==> src/rtl/stg_pkg.sv <==
// shared types, constants and lookup tables for the sine tone generator
package stg_pkg;

  // sizing
  localparam int TABLE_DEPTH  = 64;
  localparam int COUNTER_BITS = 16;
  localparam int PHASE_W      = $clog2(TABLE_DEPTH);
  localparam int WAVE_ENTRIES = 64;
  localparam int WAVE_IDX_W   = 6;
  localparam int SAMPLE_W     = 7;
  localparam int NOTE_COUNT   = 8;
  localparam int NOTE_SEL_W   = 3;

  typedef logic [COUNTER_BITS-1:0] count_t;
  typedef logic [PHASE_W-1:0]      phase_t;
  typedef logic [SAMPLE_W-1:0]     sample_t;
  typedef logic [NOTE_SEL_W-1:0]   note_sel_t;
  typedef logic [1:0]              kind_t;
  typedef logic [1:0]              req_t;

  // input item kinds
  localparam kind_t KIND_TICK   = 2'd0;
  localparam kind_t KIND_BYTE   = 2'd1;
  localparam kind_t KIND_BUTTON = 2'd2;

  // sensor request codes
  localparam req_t REQ_NONE = 2'd0;
  localparam req_t REQ_TEMP = 2'd1;
  localparam req_t REQ_DIST = 2'd2;

  // command characters
  localparam logic [7:0] CHAR_NOTE_FIRST = 8'h61;  // 'a'
  localparam logic [7:0] CHAR_NOTE_LAST  = 8'h68;  // 'h'
  localparam logic [7:0] CHAR_TEMP       = 8'h74;  // 't'
  localparam logic [7:0] CHAR_DIST       = 8'h70;  // 'p'

  // timer values after reset
  localparam count_t RESET_PRESCALER = COUNTER_BITS'(7);
  localparam count_t RESET_RELOAD    = COUNTER_BITS'(70);

  // prescaler and reload per note
  localparam count_t NOTE_PSC [NOTE_COUNT] = '{
    COUNTER_BITS'(15), COUNTER_BITS'(10), COUNTER_BITS'(4),  COUNTER_BITS'(11),
    COUNTER_BITS'(10), COUNTER_BITS'(3),  COUNTER_BITS'(10), COUNTER_BITS'(7)
  };
  localparam count_t NOTE_ARR [NOTE_COUNT] = '{
    COUNTER_BITS'(70), COUNTER_BITS'(91), COUNTER_BITS'(190), COUNTER_BITS'(70),
    COUNTER_BITS'(68), COUNTER_BITS'(178), COUNTER_BITS'(57), COUNTER_BITS'(70)
  };

  // 10-bit sine wave already divided by ten
  localparam sample_t SINE_DIV10 [WAVE_ENTRIES] = '{
    7'd51,  7'd56,  7'd61,  7'd66,  7'd70,  7'd75,  7'd79,  7'd83,
    7'd87,  7'd90,  7'd93,  7'd96,  7'd98,  7'd100, 7'd101, 7'd102,
    7'd102, 7'd102, 7'd101, 7'd100, 7'd98,  7'd96,  7'd93,  7'd90,
    7'd87,  7'd83,  7'd79,  7'd75,  7'd70,  7'd66,  7'd61,  7'd56,
    7'd51,  7'd46,  7'd41,  7'd36,  7'd31,  7'd27,  7'd22,  7'd18,
    7'd15,  7'd11,  7'd8,   7'd6,   7'd3,   7'd2,   7'd1,   7'd0,
    7'd0,   7'd0,   7'd1,   7'd2,   7'd3,   7'd6,   7'd8,   7'd11,
    7'd15,  7'd18,  7'd22,  7'd27,  7'd31,  7'd36,  7'd41,  7'd46
  };

  // timer control from the command decode
  typedef struct packed {
    logic      tick;
    logic      note_wr;
    note_sel_t note_sel;
  } timer_ctrl_t;

endpackage

==> src/rtl/stg_timer.sv <==
// up-counting prescaler and reload timer producing the update event
module stg_timer
  import stg_pkg::*;
(
  input  logic        clk,
  input  logic        rst,
  input  timer_ctrl_t ctrl,
  output logic        update
);

  count_t prescale_count, prescale_count_next;
  count_t period_count, period_count_next;
  count_t active_prescaler, active_prescaler_next;
  count_t pending_prescaler, pending_prescaler_next;
  count_t reload_limit, reload_limit_next;

  // counter stepping and note selection
  always_comb begin
    prescale_count_next    = prescale_count;
    period_count_next      = period_count;
    active_prescaler_next  = active_prescaler;
    pending_prescaler_next = pending_prescaler;
    reload_limit_next      = reload_limit;
    update                 = 1'b0;
    if (ctrl.tick) begin
      if (prescale_count == active_prescaler) begin
        prescale_count_next = '0;
        if (period_count == reload_limit) begin
          period_count_next     = '0;
          active_prescaler_next = pending_prescaler;
          update                = 1'b1;
        end else begin
          period_count_next = period_count + 1'b1;
        end
      end else begin
        prescale_count_next = prescale_count + 1'b1;
      end
    end
    // new prescaler waits for the next update, reload applies at once
    if (ctrl.note_wr) begin
      pending_prescaler_next = NOTE_PSC[ctrl.note_sel];
      reload_limit_next      = NOTE_ARR[ctrl.note_sel];
    end
  end

  always_ff @(posedge clk) begin
    if (rst) begin
      prescale_count    <= '0;
      period_count      <= '0;
      active_prescaler  <= RESET_PRESCALER;
      pending_prescaler <= RESET_PRESCALER;
      reload_limit      <= RESET_RELOAD;
    end else begin
      prescale_count    <= prescale_count_next;
      period_count      <= period_count_next;
      active_prescaler  <= active_prescaler_next;
      pending_prescaler <= pending_prescaler_next;
      reload_limit      <= reload_limit_next;
    end
  end

endmodule

==> src/rtl/stg_voice.sv <==
// tone enable, wavetable phase and sample lookup
module stg_voice
  import stg_pkg::*;
(
  input  logic    clk,
  input  logic    rst,
  input  logic    update,
  input  logic    toggle,
  output sample_t sample,
  output logic    tone_on
);

  localparam int SCALED_W = PHASE_W + WAVE_IDX_W;

  phase_t                  phase_index, phase_index_next;
  logic                    tone_enable;
  logic                    advance;
  logic [SCALED_W-1:0]     scaled;
  logic [WAVE_IDX_W-1:0]   wave_idx;

  // map phase onto the 64-entry table
  assign scaled   = {phase_index, {WAVE_IDX_W{1'b0}}};
  assign wave_idx = WAVE_IDX_W'(scaled / TABLE_DEPTH);

  assign advance = update && tone_enable;
  assign sample  = advance ? SINE_DIV10[wave_idx] : '0;
  assign tone_on = toggle ? ~tone_enable : tone_enable;

  // phase wraps at the table depth
  always_comb begin
    phase_index_next = phase_index;
    if (advance) begin
      if (phase_index == phase_t'(TABLE_DEPTH - 1)) begin
        phase_index_next = '0;
      end else begin
        phase_index_next = phase_index + 1'b1;
      end
    end
  end

  always_ff @(posedge clk) begin
    if (rst) begin
      phase_index <= '0;
      tone_enable <= 1'b0;
    end else begin
      phase_index <= phase_index_next;
      tone_enable <= tone_on;
    end
  end

endmodule

==> src/rtl/sine_tone_generator.sv <==
// top level: command decode, timer, voice and result register
//
// Input stream (s_axis): one transaction per event. tuser carries the event
// kind (clock tick, received byte, button release), tdata the received byte.
// Output stream (m_axis): exactly one result transaction per input
// transaction, in order, holding the DAC sample, its valid flag, the sensor
// request code and the tone enable after the event.
// The result of a transaction accepted at one edge is registered and is
// offered on m_axis from the next cycle on. One transaction is taken per
// cycle while the receiver keeps m_axis_tready high; the timer, phase and
// lookup are combinational between the accepting edge and the result register.
// s_axis_tready is high whenever the result register is empty or is being
// taken in the same cycle, so a stalled receiver holds the result and stops
// the input after one waiting result; nothing is dropped.
// Reset clears the result register and restores the timer to prescaler 7,
// reload 70, counters zero, phase zero and tone off; s_axis_tready is high
// as soon as reset is released.
module sine_tone_generator
  import stg_pkg::*;
(
  input  logic        clk,
  input  logic        rst,
  input  logic        s_axis_tvalid,
  output logic        s_axis_tready,
  input  logic [7:0]  s_axis_tdata,   // [7:0] rx_byte
  input  logic [1:0]  s_axis_tuser,   // [1:0] kind
  output logic        m_axis_tvalid,
  input  logic        m_axis_tready,
  output logic [15:0] m_axis_tdata    // [6:0] sample, [7] sample_valid,
                                      // [9:8] sensor_request, [10] tone_on, rest 0
);

  logic        accept;
  kind_t       kind;
  logic [7:0]  rx_byte;
  timer_ctrl_t timer_ctrl;
  logic        update;
  logic        toggle;
  req_t        req;
  sample_t     sample;
  logic        tone_on;

  sample_t     out_sample;
  logic        out_valid_flag;
  req_t        out_req;
  logic        out_tone;

  assign s_axis_tready = !m_axis_tvalid || m_axis_tready;
  assign accept        = s_axis_tvalid && s_axis_tready;
  assign kind          = s_axis_tuser;
  assign rx_byte       = s_axis_tdata;

  // command decode
  always_comb begin
    timer_ctrl.tick     = accept && (kind == KIND_TICK);
    timer_ctrl.note_wr  = accept && (kind == KIND_BYTE) &&
                          (rx_byte >= CHAR_NOTE_FIRST) && (rx_byte <= CHAR_NOTE_LAST);
    timer_ctrl.note_sel = NOTE_SEL_W'(rx_byte - CHAR_NOTE_FIRST);
    toggle              = accept && (kind == KIND_BUTTON);
    req                 = REQ_NONE;
    if (kind == KIND_BYTE) begin
      if (rx_byte == CHAR_TEMP) begin
        req = REQ_TEMP;
      end else if (rx_byte == CHAR_DIST) begin
        req = REQ_DIST;
      end
    end
  end

  stg_timer u_timer (
    .clk    (clk),
    .rst    (rst),
    .ctrl   (timer_ctrl),
    .update (update)
  );

  stg_voice u_voice (
    .clk     (clk),
    .rst     (rst),
    .update  (update),
    .toggle  (toggle),
    .sample  (sample),
    .tone_on (tone_on)
  );

  // result register valid
  always_ff @(posedge clk) begin
    if (rst) begin
      m_axis_tvalid <= 1'b0;
    end else if (s_axis_tready) begin
      m_axis_tvalid <= s_axis_tvalid;
    end
  end

  // result register payload
  always_ff @(posedge clk) begin
    if (accept) begin
      out_sample     <= sample;
      out_valid_flag <= update;
      out_req        <= req;
      out_tone       <= tone_on;
    end
  end

  assign m_axis_tdata = {5'd0, out_tone, out_req, out_valid_flag, out_sample};

endmodule

==> config.mk <==
export PLATFORM = sky130hd
export DESIGN_NAME = sine_tone_generator
export DESIGN_NICKNAME = d
export VERILOG_FILES = /design/src/rtl/stg_pkg.sv /design/src/rtl/stg_timer.sv /design/src/rtl/stg_voice.sv /design/src/rtl/sine_tone_generator.sv
export SDC_FILE = /design/constraint.sdc
export NUM_CORES = 1
export LEC_CHECK = 0
export ABC_AREA = 1
export BUFFER_PORTS_ARGS = -buffer_cell sky130_fd_sc_hd__buf_2
export CORE_MARGIN = 8
export CORE_UTILIZATION = 50
export CTS_BUF_LIST = sky130_fd_sc_hd__clkbuf_2
export DETAILED_ROUTE_END_ITERATION = 10
export PLACE_DENSITY = 0.68
export SYNTH_ARGS = -nofsm -noshare
export SYNTH_HDL_FRONTEND = slang
export SYNTH_SLANG_ARGS = --single-unit
==> constraint.sdc <==
create_clock -name clk -period 3.1 [get_ports clk]
set_input_delay 0.775 -clock clk [delete_from_list [all_inputs] [get_ports clk]]
set_output_delay 0.775 -clock clk [all_outputs]
set_load 0.02 [all_outputs]
==> results by stage <==
Routing:
- After detailed routing, the number of vias per cell comes to 5.29.
- The DRC violation total after the first TritonRoute iteration is around 290.
- The DRC violations left is 0.
- The final wirelength is 9.59 mm.
- In the final routed layout, each cell accounts on average for 13.3 um.
- The pre-antenna-repair detailed-routing pass consisted of 5 iterations.
- Detailed routing inserted a total of between 3000 and 4000 vias.
- The detail route stage leaves a number of antenna-violating nets equal to 0.

Worst setup path:
- The startpoint identified for the worst register-to-register timing path is u_voice.phase_index[0]$_SDFFE_PP0P_.
- The number of cells traversed by the worst register-to-register path is 10.
- The delay of the slowest cell on the worst path is 0.58 ns.
- The worst register-to-register path ends at out_sample[3]$_SDFFCE_PN0P_.
- The most numerous cell on the critical path is inv_1.
- The cell type group with the largest total delay on the critical path is flip-flops.
- The slowest library cell on the worst path is dfxtp_1.
- The sum of buffers and inverters on the critical path is 3.
- In this run the register-to-register setup slack is 0.96 ns.
- The worst setup path is captured at a register.
- In this run the worst path has a maximum fanout of 10.
- STA puts the critical path data arrival time at ~2.4 ns.
- The critical path required time is 3.37 ns.
- The critical path goes through inv_1 > ha_1 > inv_1 > o21ai_0 > inv_1 > nand2_1 > o211ai_1 > o311ai_0 > nand2_1 > nor2_1.
- The setup path with the least slack is of type register to register.
- The startpoint kind of the worst setup timing path is a register.

Synthesis:
- By area the synthesized netlist is led by dfxtp_1 28%, nand2_1 13%, nor2_1 8.8%.
- The share of synthesized area in the top cell type comes to 0.281.
- Counting flops with a built-in enable in the synthesized netlist gives 11.
- For this run, the number of Yosys warnings is 0.
- After synthesis the netlist holds a flip-flop and latch count of 67.
- Counting flops with an async set or reset pin after synthesis yields a share of 0.
- The commonest cells after synthesis are 136 x nand2_1, 94 x nor2_1, 75 x inv_1.
- The cell count after synthesis came out at between 500 and 600.
- The post-synthesis cell type with the largest combined area is dfxtp_1.
- The number of different library cells used by synthesis comes to 42.
- The mapped netlist covers 3990 um2.
- The share of the Yosys chip area taken by registers is 0.364.
- In the synthesized netlist the dominant register cell turns out to be dfxtp_1.
- Among all cell types in the netlist, the one instantiated most often is nand2_1.
- After synthesis, the mean cell area works out to slightly below 7 um2.

Placed design:
- The number of placed cells counting well taps is around 700.
- The placed cell area is approximately 4200 um2.
- After legalization and detailed placement, the total HPWL measured roughly 7 mm.
- Before CTS, the worst setup slack after placement is about 0.71 ns.
- Input and output buffers added on the ports amount to 26.
- The final estimated routing congestion in global placement is around 0.94.

STA:
- Setup violations remaining at the end of the flow were counted as 0.
- The worst clock skew is 0.0320 ns.
- The max-slew violation count is 0.
- Setup repair after global routing left no endpoint under its margin.
- The setup total negative slack is 0 ns.
- The shortest clock period the worst path allows after layout is about 2.1 ns.
- The final cycle utilization of the critical path is 0.689.
- The number of hold violations in the final report is 0.
- The worst setup slack after layout is ~0.96 ns.
- The maximum frequency from static timing analysis is around 470 MHz.

GRT:
- The initial antenna violation count came to 0.
- The global router's overall resource usage is 0.176.
- The maximum number of pins on one net before global-route repair is 20.
- Summed over all layers, the global routing overflow is 0.
- The first global-routing pass estimated around 16 mm of wire.
- The via count of the first global-routing pass is 3467.

Worst hold path:
- The startpoint of the tightest hold check path is u_timer.prescale_count[12]$_SDFFE_PP0N_.
- The path with the worst hold slack has its endpoint at u_timer.prescale_count[12]$_SDFFE_PP0N_.
- The number of cells on the worst hold path is 2.
- The path class of the tightest hold or removal check is register to register.

Floorplan:
- The I/O pin count is 32.
- The vertical die dimension is roughly 110 um.
- The floorplan has 32 rows.
- The die extent in x is around 110 um.
- The placeable core region is 7730 um2.
- The initial core utilization is 0.517.
- The die footprint is between 10000 and 15000 um2.

CTS:
- The number of hold buffers added after CTS was 0.
- The CTS tree is built.
- The H-tree generated during clock tree synthesis spans 3 levels.
- Once the clock tree was built, the setup fixing pass inserted 0 buffers.
- Clock-pin slew was measured on the worst setup and hold paths at roughly 0.20 ns.
- The number of gates resized after CTS was 0.
- The later pin in the worst-skew pair is clocked with a latency of roughly 0.51 ns.
- The buffer levels on the longest clock path is 2.
- The tree is rooted in a clkbuf_2.
- The number of CTS-inserted buffers is 9.
- The clock sink total is between 60 and 70.

Cells and area:
- 0 antenna diodes ended up in the layout.
- The final standard cell count with taps included and fillers excluded is 722.
- Of the cells placed in the final design, the portion with a size suffix greater than 1 is 0.0919.
- Once layout is complete, the utilization of the core stands at 0.556.
- The number of nets in the layout is 640.
- The relative area change from synthesis to final layout is 7.52%.
- The total of fill cells in the finished design is about 790.
- The final standard cell area without fillers is roughly 4300 um2.

Power:
- The worst voltage drop across the vdd grid is 0.160 mV.
- The analysis attributes to cell leakage a power of around 0.0019 uW.
- For this design the ratio of total power to cell area is around 350 nW/um2.

Job:
- The tool flagged a number of max-cap violations equal to 0.

Outcome:
- The run finished with clean final reports.
how the worst max path moves through the flow:
stage	start	to	cells after the start
after floorplan	m_axis_tready	out_sample[6]$_SDFFCE_PN0P_	7
after detailed placement	m_axis_tready	u_timer.reload_limit[7]$_SDFFE_PP0P_	9
final	u_voice.phase_index[0]$_SDFFE_PP0P_	out_sample[3]$_SDFFCE_PN0P_	10
after global placement	m_axis_tready	u_timer.period_count[2]$_SDFFE_PP0P_	10
after CTS	u_voice.phase_index[0]$_SDFFE_PP0P_	out_sample[3]$_SDFFCE_PN0P_	10
after global routing	u_voice.phase_index[0]$_SDFFE_PP0P_	out_sample[3]$_SDFFCE_PN0P_	10
kinds of logic after synthesis:
kind of cell / share of synthesized area
multiplexers: 0.00251
XOR/XNOR: 0.0285
AO/OA/AOI/OAI: 0.145
flip-flops: 0.364
AND/OR/NAND/NOR: 0.319
other: 0.000939
buffers and inverters: 0.106
adder cells (fa/ha/maj): 0.0345
placed cells by master (no fill, tap or decap), types with 3 or more instances in the layout:
cell type,netlist,final
inv_1,75,75
nor2_1,94,94
clkbuf_2,0,11
dfxtp_1,56,56
buf_2,2,26
nand4_1,9,9
a21oi_1,34,34
clkinv_2,0,3
o211ai_1,12,12
xnor2_1,4,4
ha_1,11,11
a31oi_1,4,4
nand3_1,33,33
xor2_1,9,9
edfxtp_1,11,11
o21ai_0,31,31
conb_1,1,5
buf_4,8,7
o22ai_1,3,3
nand2_1,136,136
nor3_1,17,17
stage by stage:
stage / power [uW] / hold slack (ns)
final: 1500 / 0.482
after global routing: 1560 / 0.507
after CTS: 1510 / 0.484
after detailed placement: 1010 / 0.457
after global placement: 1000 / 0.455
after floorplan: 978 / 0.430
state kept, by name, summed over array words and instances, names as in the netlist:
register and cells:
u_voice.phase_index 6, u_timer.prescale_count 16, u_timer.period_count 16, out_tone 1
out_valid_flag 1, u_voice.tone_enable 1, out_req 2, u_timer.pending_prescaler 4
m_axis_tvalid 1, u_timer.active_prescaler 4, out_sample 7, u_timer.reload_limit 8
layer usage:
metal  GRT usage  vias to the layer above  routed length, um
met1       0.248                     1716               4890
met5           0                        -                  0
met4      0.0591                        0                163
met3      0.0414                       17                630
li1            -                     1966                  -
met2       0.256                      119               3910
where the power goes:
part	internal (uW)	switching (uW)
logic	26.1	62.7
registers	894	5.08
clock network	191	319
final cells by class:
cell class                      count  area, um2  area share
Sequential cell                    67       1450       0.338
Clock buffer                       11       55.1      0.0128
Clock inverter                      5       53.8      0.0125
Inverter                           77        289      0.0673
Timing Repair Buffer               33        183      0.0426
Tap cell                          102        128      0.0297
Multi-Input combinational cell    427       2130       0.497
worst min-delay path: cells and delay by family, from the launching register on:
family                 cells  cell delay, ns
AO/OA/AOI/OAI              1            0.05
buffers and inverters      1            0.05
flip-flops                 1            0.37
Power figures use the tool's default switching activity.
